**config.mk**
```make
export PLATFORM = sky130hd
export DESIGN_NAME = xor_chain_automaton_pixel_gen
export DESIGN_NICKNAME = d
export VERILOG_FILES = /design/src/hw/rtl/xca_pkg.sv /design/src/hw/rtl/xca_cell_ram.sv /design/src/hw/rtl/xca_front.sv /design/src/hw/rtl/xca_exec.sv /design/src/hw/rtl/xor_chain_automaton_pixel_gen.sv
export VERILOG_INCLUDE_DIRS = /design/src /design/src/hw/rtl
export SDC_FILE = /design/constraint.sdc
export NUM_CORES = 2
export LEC_CHECK = 0
export ABC_AREA = 1
export BUFFER_PORTS_ARGS = -buffer_cell sky130_fd_sc_hd__buf_2
export CAP_MARGIN = 10
export CORE_MARGIN = 5
export CORE_UTILIZATION = 31
export DETAILED_ROUTE_END_ITERATION = 6
export REMOVE_ABC_BUFFERS = 1
export SLEW_MARGIN = 20
export SYNTH_ARGS = -nofsm -noshare
export SYNTH_HDL_FRONTEND = slang
export SYNTH_HIERARCHICAL = 1
export SYNTH_SLANG_ARGS = --single-unit
export TNS_END_PERCENT = 20
```
**constraint.sdc**
```tcl
create_clock -name clk -period 37.5 [get_ports clk]
set_clock_uncertainty 0.2 [all_clocks]
set_input_delay 1.875 -clock clk [delete_from_list [all_inputs] [get_ports clk]]
set_output_delay 1.875 -clock clk [all_outputs]
set_load 0.05 [all_outputs]
```
**src/hw/rtl/assert_macros.svh**
```systemverilog
// ----------------------------------------------------------------------------
// Assertion macros
// Shared clocked assertion forms; every use sits on clk with rst disabling.
// ----------------------------------------------------------------------------
`ifndef ASSERT_MACROS_SVH
`define ASSERT_MACROS_SVH

// hold the implication in the same cycle
`define XCA_ASSERT_SAME(name, ante, cons, msg) \
  name: assert property (@(posedge clk) disable iff (rst) (ante) |-> (cons)) else $error(msg);

// hold the implication in the next cycle
`define XCA_ASSERT_NEXT(name, ante, cons, msg) \
  name: assert property (@(posedge clk) disable iff (rst) (ante) |=> (cons)) else $error(msg);

`endif

```
**src/hw/rtl/xca_pkg.sv**
```systemverilog
// ----------------------------------------------------------------------------
// xca_pkg
// Types, sizes and palette of the XOR-chain automaton pixel generator.
// ----------------------------------------------------------------------------
package xca_pkg;

  localparam int ROW_CELLS   = 400;
  localparam int FRAME_LINES = 240;
  localparam int RAND_CELLS  = 16;

  localparam int COL_W  = $clog2(ROW_CELLS);
  localparam int LINE_W = (FRAME_LINES > 1) ? $clog2(FRAME_LINES) : 1;

  typedef logic [COL_W-1:0]  col_t;
  typedef logic [LINE_W-1:0] line_t;
  typedef logic [3:0]        cell_t;

  typedef enum logic [1:0] {
    REQ_PIXEL   = 2'd0,
    REQ_SEED    = 2'd1,
    REQ_RESTART = 2'd2,
    REQ_IGNORE  = 2'd3
  } req_t;

  typedef enum logic {
    ST_CLEAR,
    ST_RUN
  } phase_t;

  typedef struct packed {
    logic  tag;
    cell_t prev;
    cell_t cur;
  } entry_t;

  localparam int ENTRY_W = $bits(entry_t);

  typedef struct packed {
    req_t  op;
    col_t  addr;
    cell_t value;
    line_t line;
    logic  row_end;
    logic  frm_end;
  } item_t;

  typedef struct packed {
    logic clearing;
    col_t addr;
  } clear_t;

  typedef struct packed {
    logic [7:0] r;
    logic [7:0] g;
    logic [7:0] b;
  } rgb_t;

  localparam logic [7:0] C_LO = 8'd0;
  localparam logic [7:0] C_MD = 8'd128;
  localparam logic [7:0] C_HI = 8'd255;

  function automatic rgb_t palette(cell_t k);
    rgb_t c;
    unique case (k)
      4'd0:  c = '{C_LO, C_LO, C_LO};
      4'd1:  c = '{C_LO, C_HI, C_LO};
      4'd2:  c = '{C_LO, C_LO, C_HI};
      4'd3:  c = '{C_HI, C_HI, C_LO};
      4'd4:  c = '{C_MD, C_MD, C_HI};
      4'd5:  c = '{C_HI, C_LO, C_LO};
      4'd6:  c = '{C_LO, C_HI, C_MD};
      4'd7:  c = '{C_MD, C_LO, C_HI};
      4'd8:  c = '{C_HI, C_HI, C_LO};
      4'd9:  c = '{C_HI, C_LO, C_MD};
      4'd10: c = '{C_HI, C_MD, C_LO};
      4'd11: c = '{C_MD, C_HI, C_LO};
      4'd12: c = '{C_LO, C_LO, C_HI};
      4'd13: c = '{C_MD, C_HI, C_LO};
      4'd14: c = '{C_LO, C_MD, C_MD};
      4'd15: c = '{C_HI, C_HI, C_HI};
    endcase
    return c;
  endfunction

endpackage

```
**src/hw/rtl/xca_cell_ram.sv**
```systemverilog
// ----------------------------------------------------------------------------
// xca_cell_ram
// Single-port-write, single-port-read RAM, registered read, write-first.
// ----------------------------------------------------------------------------
module xca_cell_ram #(
  parameter int DEPTH = 16,
  parameter int WIDTH = 8
) (
  input  logic                     clk,
  input  logic                     wr_en,
  input  logic [$clog2(DEPTH)-1:0] wr_addr,
  input  logic [WIDTH-1:0]         wr_data,
  input  logic                     rd_en,
  input  logic [$clog2(DEPTH)-1:0] rd_addr,
  output logic [WIDTH-1:0]         rd_data
);

  logic [WIDTH-1:0] mem [DEPTH];

  always_ff @(posedge clk) begin
    if (wr_en) begin
      mem[wr_addr] <= wr_data;
    end
  end

  always_ff @(posedge clk) begin
    if (rd_en) begin
      rd_data <= (wr_en && (wr_addr == rd_addr)) ? wr_data : mem[rd_addr];
    end
  end

endmodule

```
**src/hw/rtl/xca_front.sv**
```systemverilog
// ----------------------------------------------------------------------------
// xca_front
// Request intake: clearing pass, raster counters, read issue, item register.
// ----------------------------------------------------------------------------
`include "assert_macros.svh"

module xca_front import xca_pkg::*; (
  input  logic       clk,
  input  logic       rst,
  input  logic       req_valid,
  output logic       req_stall,
  input  logic [1:0] req_type,
  input  logic [8:0] cell_index,
  input  logic [3:0] cell_value,
  input  logic       s1_go,
  output item_t      item,
  output logic       item_valid,
  output clear_t     clr,
  output logic       rd_en,
  output col_t       rd_addr
);

  phase_t phase;
  phase_t phase_next;
  col_t   clr_cnt;
  col_t   column_count;
  line_t  line_count;

  req_t        op_in;
  logic [31:0] idx_wide;
  col_t        seed_addr;
  logic        seed_ok;
  logic        row_end;
  logic        frm_end;
  logic        accept;
  item_t       item_next;

  always_comb begin
    unique case (phase)
      ST_CLEAR: phase_next = (clr_cnt == col_t'(ROW_CELLS - 1)) ? ST_RUN : ST_CLEAR;
      ST_RUN:   phase_next = ST_RUN;
    endcase
  end

  always_comb begin
    clr.clearing = (phase == ST_CLEAR);
    clr.addr     = clr_cnt;
  end

  always_ff @(posedge clk) begin
    if (rst) begin
      phase   <= ST_CLEAR;
      clr_cnt <= '0;
    end else begin
      phase <= phase_next;
      if (phase == ST_CLEAR) begin
        clr_cnt <= clr_cnt + col_t'(1);
      end
    end
  end

  assign op_in     = req_t'(req_type);
  assign idx_wide  = 32'(cell_index);
  assign seed_addr = idx_wide[COL_W-1:0];
  assign seed_ok   = idx_wide < 32'(ROW_CELLS);
  assign row_end   = (column_count == col_t'(ROW_CELLS - 1));
  assign frm_end   = row_end && (line_count == line_t'(FRAME_LINES - 1));

  assign req_stall = clr.clearing || (item_valid && !s1_go);
  assign accept    = req_valid && !req_stall;
  assign rd_en     = accept && (op_in == REQ_PIXEL);
  assign rd_addr   = column_count;

  always_comb begin
    item_next.op      = op_in;
    item_next.addr    = column_count;
    item_next.value   = cell_value;
    item_next.line    = line_count;
    item_next.row_end = row_end;
    item_next.frm_end = frm_end;
    unique case (op_in)
      REQ_SEED: begin
        item_next.addr = seed_addr;
        if (!seed_ok) begin
          item_next.op = REQ_IGNORE;
        end
      end
      REQ_PIXEL, REQ_RESTART, REQ_IGNORE: begin
      end
    endcase
  end

  always_ff @(posedge clk) begin
    if (rst) begin
      item_valid   <= 1'b0;
      column_count <= '0;
      line_count   <= '0;
    end else begin
      if (accept) begin
        item_valid <= 1'b1;
      end else if (s1_go) begin
        item_valid <= 1'b0;
      end
      if (accept && (op_in == REQ_PIXEL)) begin
        column_count <= row_end ? '0 : column_count + col_t'(1);
        if (row_end) begin
          line_count <= frm_end ? '0 : line_count + line_t'(1);
        end
      end else if (accept && (op_in == REQ_RESTART)) begin
        column_count <= '0;
        line_count   <= '0;
      end
    end
  end

  always_ff @(posedge clk) begin
    if (accept) begin
      item <= item_next;
    end
  end

  `XCA_ASSERT_SAME(a_clear_blocks_req, clr.clearing, req_stall, "word taken during clearing pass")
  `XCA_ASSERT_NEXT(a_item_held, item_valid && !s1_go, item_valid && $stable(item), "waiting item lost")
  `XCA_ASSERT_SAME(a_col_range, 1'b1, 32'(column_count) < 32'(ROW_CELLS), "column out of row")

endmodule

```
**src/hw/rtl/xca_exec.sv**
```systemverilog
// ----------------------------------------------------------------------------
// xca_exec
// Cell update: XOR chain, row epoch, low-cell shadow, output word register.
// ----------------------------------------------------------------------------
`include "assert_macros.svh"

module xca_exec import xca_pkg::*; (
  input  logic       clk,
  input  logic       rst,
  input  item_t      item,
  input  logic       item_valid,
  input  entry_t     rd_data,
  input  clear_t     clr,
  output logic       s1_go,
  output logic       wr_en,
  output col_t       wr_addr,
  output entry_t     wr_data,
  output logic       pix_valid,
  input  logic       pix_stall,
  output logic [7:0] red,
  output logic [7:0] green,
  output logic [7:0] blue,
  output logic [3:0] cell_out,
  output logic [8:0] column,
  output logic [7:0] line,
  output logic       frame_end
);

  localparam logic [31:0] LAST_COL = 32'(ROW_CELLS - 1);

  logic  epoch;
  cell_t run;
  cell_t shadow [RAND_CELLS];

  logic        out_free;
  logic        pix_go;
  cell_t       prev_eff;
  cell_t       k;
  rgb_t        rgb;
  logic [31:0] col_wide;
  logic [31:0] line_wide;

  assign out_free = !pix_valid || !pix_stall;
  assign s1_go    = item_valid && ((item.op != REQ_PIXEL) || out_free);
  assign pix_go   = s1_go && (item.op == REQ_PIXEL);
  assign prev_eff = (rd_data.tag == epoch) ? rd_data.prev : rd_data.cur;
  assign k        = run ^ prev_eff ^ shadow[run];
  assign rgb      = palette(k);
  assign col_wide  = 32'(item.addr);
  assign line_wide = 32'(item.line);

  always_comb begin
    wr_en   = 1'b0;
    wr_addr = item.addr;
    wr_data = '{tag: epoch, prev: prev_eff, cur: k};
    if (clr.clearing) begin
      wr_en   = 1'b1;
      wr_addr = clr.addr;
      wr_data = '{tag: epoch, prev: 4'd0, cur: 4'd0};
    end else if (pix_go) begin
      wr_en = 1'b1;
    end else if (s1_go && (item.op == REQ_SEED)) begin
      wr_en   = 1'b1;
      wr_data = '{tag: epoch, prev: 4'd0, cur: item.value};
    end
  end

  always_ff @(posedge clk) begin
    if (rst) begin
      epoch <= 1'b0;
      run   <= '0;
      for (int i = 0; i < RAND_CELLS; i++) begin
        shadow[i] <= '0;
      end
    end else begin
      if (wr_en && (wr_addr < col_t'(RAND_CELLS))) begin
        shadow[wr_addr[3:0]] <= wr_data.cur;
      end
      if (pix_go) begin
        run <= k;
        if (item.row_end) begin
          epoch <= ~epoch;
        end
      end else if (s1_go && (item.op == REQ_RESTART)) begin
        run <= item.value;
      end
    end
  end

  always_ff @(posedge clk) begin
    if (rst) begin
      pix_valid <= 1'b0;
    end else if (out_free) begin
      pix_valid <= pix_go;
    end
  end

  always_ff @(posedge clk) begin
    if (pix_go) begin
      red       <= rgb.r;
      green     <= rgb.g;
      blue      <= rgb.b;
      cell_out  <= k;
      column    <= col_wide[8:0];
      line      <= line_wide[7:0];
      frame_end <= item.frm_end;
    end
  end

  `XCA_ASSERT_NEXT(a_epoch_flip, pix_go && item.row_end, epoch != $past(epoch), "row end missed epoch flip")
  `XCA_ASSERT_NEXT(a_word_loaded, pix_go, pix_valid && (cell_out == $past(k)), "pixel word not loaded")
  `XCA_ASSERT_SAME(a_frame_end_col, pix_valid && frame_end, column == LAST_COL[8:0], "frame end off row end")

endmodule

```
**src/hw/rtl/xor_chain_automaton_pixel_gen.sv**
```systemverilog
// ----------------------------------------------------------------------------
// xor_chain_automaton_pixel_gen
// XOR-chain 1D automaton of 4-bit cells rendered as a palette raster.
// ----------------------------------------------------------------------------
// One request word is taken per clock while req_stall is low. A pixel word
// takes the cell RAM read, then the output register, and an output stall
// can hold it in between. After reset the cell RAM is cleared, one column
// per cycle; req_stall stays high until all ROW_CELLS (400) are cleared.
// Each RAM entry holds the current cell, the saved previous-row cell and a
// row tag; a row end flips the tag sense, which stands in for copying the
// row, so a row end adds no stall. Cells 0 to 15 are also held in registers
// for the indexed lookup of the chain.
// ----------------------------------------------------------------------------
module xor_chain_automaton_pixel_gen import xca_pkg::*; (
  input  logic       clk,
  input  logic       rst,
  input  logic       req_valid,
  output logic       req_stall,
  input  logic [1:0] req_type,
  input  logic [8:0] cell_index,
  input  logic [3:0] cell_value,
  output logic       pix_valid,
  input  logic       pix_stall,
  output logic [7:0] red,
  output logic [7:0] green,
  output logic [7:0] blue,
  output logic [3:0] cell_out,
  output logic [8:0] column,
  output logic [7:0] line,
  output logic       frame_end
);

  item_t  item;
  logic   item_valid;
  clear_t clr;
  logic   s1_go;
  logic   rd_en;
  col_t   rd_addr;
  logic   wr_en;
  col_t   wr_addr;
  entry_t wr_data;
  entry_t rd_data;
  logic [ENTRY_W-1:0] ram_wr_data;
  logic [ENTRY_W-1:0] ram_rd_data;

  assign ram_wr_data = ENTRY_W'(wr_data);
  assign rd_data     = entry_t'(ram_rd_data);

  xca_front u_front (
    .clk        (clk),
    .rst        (rst),
    .req_valid  (req_valid),
    .req_stall  (req_stall),
    .req_type   (req_type),
    .cell_index (cell_index),
    .cell_value (cell_value),
    .s1_go      (s1_go),
    .item       (item),
    .item_valid (item_valid),
    .clr        (clr),
    .rd_en      (rd_en),
    .rd_addr    (rd_addr)
  );

  xca_cell_ram #(
    .DEPTH (ROW_CELLS),
    .WIDTH (ENTRY_W)
  ) u_ram (
    .clk     (clk),
    .wr_en   (wr_en),
    .wr_addr (wr_addr),
    .wr_data (ram_wr_data),
    .rd_en   (rd_en),
    .rd_addr (rd_addr),
    .rd_data (ram_rd_data)
  );

  xca_exec u_exec (
    .clk        (clk),
    .rst        (rst),
    .item       (item),
    .item_valid (item_valid),
    .rd_data    (rd_data),
    .clr        (clr),
    .s1_go      (s1_go),
    .wr_en      (wr_en),
    .wr_addr    (wr_addr),
    .wr_data    (wr_data),
    .pix_valid  (pix_valid),
    .pix_stall  (pix_stall),
    .red        (red),
    .green      (green),
    .blue       (blue),
    .cell_out   (cell_out),
    .column     (column),
    .line       (line),
    .frame_end  (frame_end)
  );

endmodule

```
==> results by group <==
Floorplan
  • Die footprint: 0.511 mm^2
  • Core area: 0.496 mm^2
  • FP Rows: between 200 and 300
  • Starting Density: 0.311
  • DIE HEIGHT: between 700 and 800 um
  • Die Span X: a little over 700 um
  • Num ports: 67

Critical path
  • WS Path Type: flop to flop
  • WP data required: roughly 38 ns
  • Critical path launch point type: flop
  • Crit end category: flop
  • Slowest CP cell: buf_4
  • CP Max Fanout: 80
  • Max stage delay on crit path: about 0.80 ns
  • Critical path arrival: approximately 7.2 ns
  • Critical Path, Cell by Cell: buf_4 > buf_4 > buf_4 > buf_4 > buf_4 > nand2_1 > nand3_1 > nand3_1 > nand3_1 > nand3_1 > nand3_1 > nand3_1 > nand2_1 > nand2_1 > a21oi_1 > nand2_1 > nand2_1
  • CP most frequent cell: nand3_1
  • R2R setup slack: approximately 30 ns

Pwr
  • Sequential power share: 0.533
  • Combinational power share: 0.006
  • Clock power frac: 0.460
  • Worst vdd ir: about 0.037 mV
  • NetSw: approximately 0.0017 W
  • PwrDens: 49.5 mW/mm^2
  • Sw frac: 0.197
  • Internal power: just under 0.007 W
  • Leakage power: between 50 and 60 nW

Run
  • Max-cap viol count: 0

GRT
  • Initial antenna violation count: 10
  • Largest net degree at the start of global routing: 204
  • Vias in the first global route: a little under 100k
  • Total GRT Usage: 0.166
  • GR Overflow Total: 0
  • Global-route wire length before repair: 651000 um

Synthesis
  • Most common flop cell mapped by yosys: edfxtp_1
  • Main area contributors after synthesis: edfxtp_1, nand3_1, nand2_1
  • Post-synth top area share: 0.726
  • Register area share after synthesis: 0.731
  • Synthesized area: around 0.15 mm^2
  • Synth top cells by count: nand2_1, edfxtp_1, nand3_1
  • Synth Area in Compound Gates: 0.00850
  • Syn_area_per_cell: between 10 and 15 um^2
  • Post-synthesis instance total: ~13000
  • Synthesized flop and latch total: between 3000 and 4000
  • Mux contribution to synthesized area: 0.000284
  • Most frequent cell after synthesis: nand2_1
  • Largest family of logic cells by synthesized area: simple AND/OR/NAND/NOR gates
  • Area share of fa/ha/maj cells after synthesis: 0.000812
  • Yosys cell types: 46
  • Post-synth EDFFs: approximately 3700
  • Ys async rst share: 0
  • Synth Warn #: 6
  • Post-Synth Simple-Gate Area: 0.225
  • Post-synthesis xor/xnor area fraction: 0.000455
  • Largest area contributor in the netlist: edfxtp_1

Detailed routing
  • DR vias/cell: roughly 5.2
  • DR WL met3: between 30000 and 40000 um
  • Routed wire length per instance: approximately 22 um
  • ANT nets after route: 0
  • Met1 Routed Length: around 180000 um
  • First drt pass iteration count: 6
  • Residual DRC: 0
  • DRT iter0 DRCs: 12738
  • Met2 wire length: a little over 200000 um
  • Top sig layer: met5
  • Vias: slightly above 100k
  • Final WL: between 400000 and 500000 um

Finish
  • Finished layout cell area: between 0.15 and 0.2 mm^2
  • Storage cell area: 0.113 mm^2
  • Filler cell count: 48380
  • Share of layout cells above drive strength 1: 0.0679
  • Multi-input gate area: around 0.036 mm^2
  • Nets: 12829
  • Layout area overhead: 12.0%
  • Fin util: 0.348

Placement
  • Dpl hpwl: approximately 240000 um
  • # port buffers: 66
  • Pre-CTS setup slack: 31.06 ns
  • Gpl congestion: ~0.87
  • Post-DP Area: 0.160 mm^2

STA
  • Fmax: approximately 150 MHz
  • Relative slew slack: 0.180
  • Setup-failing EPs final: 0
  • RSZ-0062 raised after global routing: false
  • Setup ws final: 30.91 ns
  • Worst Tran Pin Value: between 1 and 1.5 ns
  • Max Slew Vio Count: 0
  • Min Tclk post-route: about 6.6 ns
  • Fin Setup TNS: 0 ns
  • Final worst path period share: 0.176
  • Hold Violations, Final: 0
  • Worst Hold Slack: 0.217 ns

CTS
  • CTS sink count: between 3000 and 4000
  • TritonCTS clock tree: yes
  • CTS-repair resized insts: 0
  • Skew-Pair Late Insertion Delay: between 0.9 and 1 ns
  • TritonCTS Buffers: 393
  • CTS H-tree depth: 5
  • Cts hold-fix bufs: 0
  • Clk slew on worst S/H paths: approximately 0.060 ns
  • Root buf cell: clkbuf_16
  • Clock buffer depth: 4
  • Post-CTS Setup Inserts: 0

Run status
  • Status: finished clean

Hold path
  • Hold Crit Class: flop to flop
[worst paths after layout]
path | from | end | depth (start not counted)
worst max register to register | u_front/rd_addr[0]$_SDFFE_PP0P_ | u_ram/rd_data[6]$_DFFE_PP_ | 17
worst min-delay path | u_front/item[2]$_DFFE_PP_ | u_exec/line[0]$_DFFE_PP_ | 0
worst max-delay path | u_front/rd_addr[0]$_SDFFE_PP0P_ | u_ram/rd_data[6]$_DFFE_PP_ | 17
worst min register to register | u_front/item[2]$_DFFE_PP_ | u_exec/line[0]$_DFFE_PP_ | 0
[cell type report]
type                       instances  share of cell area
clock buffer                     477              0.0594
clock inverter                   250              0.0156
timing repair buffer             226              0.0102
multi-input combinational       8260               0.210
inverter                         155             0.00378
sequential                      3764               0.652
tap                             6655              0.0482
antenna                            6           0.0000869
[per-stage QoR]
step | total power [W] | cells
after floorplan | 0.00467 | 12179
after global placement | 0.00470 | 19058
after detailed placement | 0.00470 | 19059
after CTS | 0.00860 | 19786
after global routing | 0.00878 | 19788
final | 0.00855 | 19793
[layout by cell type (no fill, tap or decap), types with 51 or more instances in the layout]
master	n
clkinv_1	85
edfxtp_1	3726
o21ai_0	118
inv_1	129
nor2_1	596
buf_4	142
clkbuf_16	397
nand3_1	3485
bufinv_16	51
clkinv_2	82
a21oi_1	52
clkbuf_1	78
nand2_1	3836
buf_2	66
[cells by family after synthesis]
kind of cell,after synthesis
xor gates and xnor gates,8
muxes,4
adders and majority gates,10
and+or+nand+nor,8000
buffers and inverters,1049
DFF,3764
AOI/OAI and AO/OA,238
[power by group through the flow]
stage	Sequential [W]	Clock, W	Combinational, W
3_5_place_dp	0.00465	0	0.0000533
4_1_cts	0.00456	0.00399	0.0000535
2_1_floorplan	0.00465	0	0.0000226
5_1_grt	0.00456	0.00416	0.0000574
6_report	0.00456	0.00393	0.0000553
3_3_place_gp	0.00465	0	0.0000527
[layer usage]
layer	track usage	up-vias
met3	0.0263	828
met4	0.0643	6
met1	0.229	50653
met2	0.263	4742
li1	-	45820
met5	0	-
[critical path: cells and delay by family (launching register included)]
family | cells | cell delay [ns]
compound gates | 1 | 0.16
simple gates | 11 | 1.60
flops | 1 | 0.60
buf+inv | 5 | 3.69
[state kept, by name (all words and copies together), names as in the netlist, named ones only]
name and count:
u_exec/blue 2, u_front/clr_cnt 9, u_exec/epoch 1, u_exec/line 8
u_front/item 25, u_exec/shadow 64, u_exec/pix_valid 1, u_ram/rd_data 9
u_ram/mem 3600, u_front/line_count 8, u_exec/run 4, u_exec/frame_end 1
u_exec/cell_out 4, u_front/phase 1, u_front/item_valid 1, u_exec/column 9
u_exec/red 2, u_exec/green 2, u_front/rd_addr 9
Power figures use the tool's default switching activity.
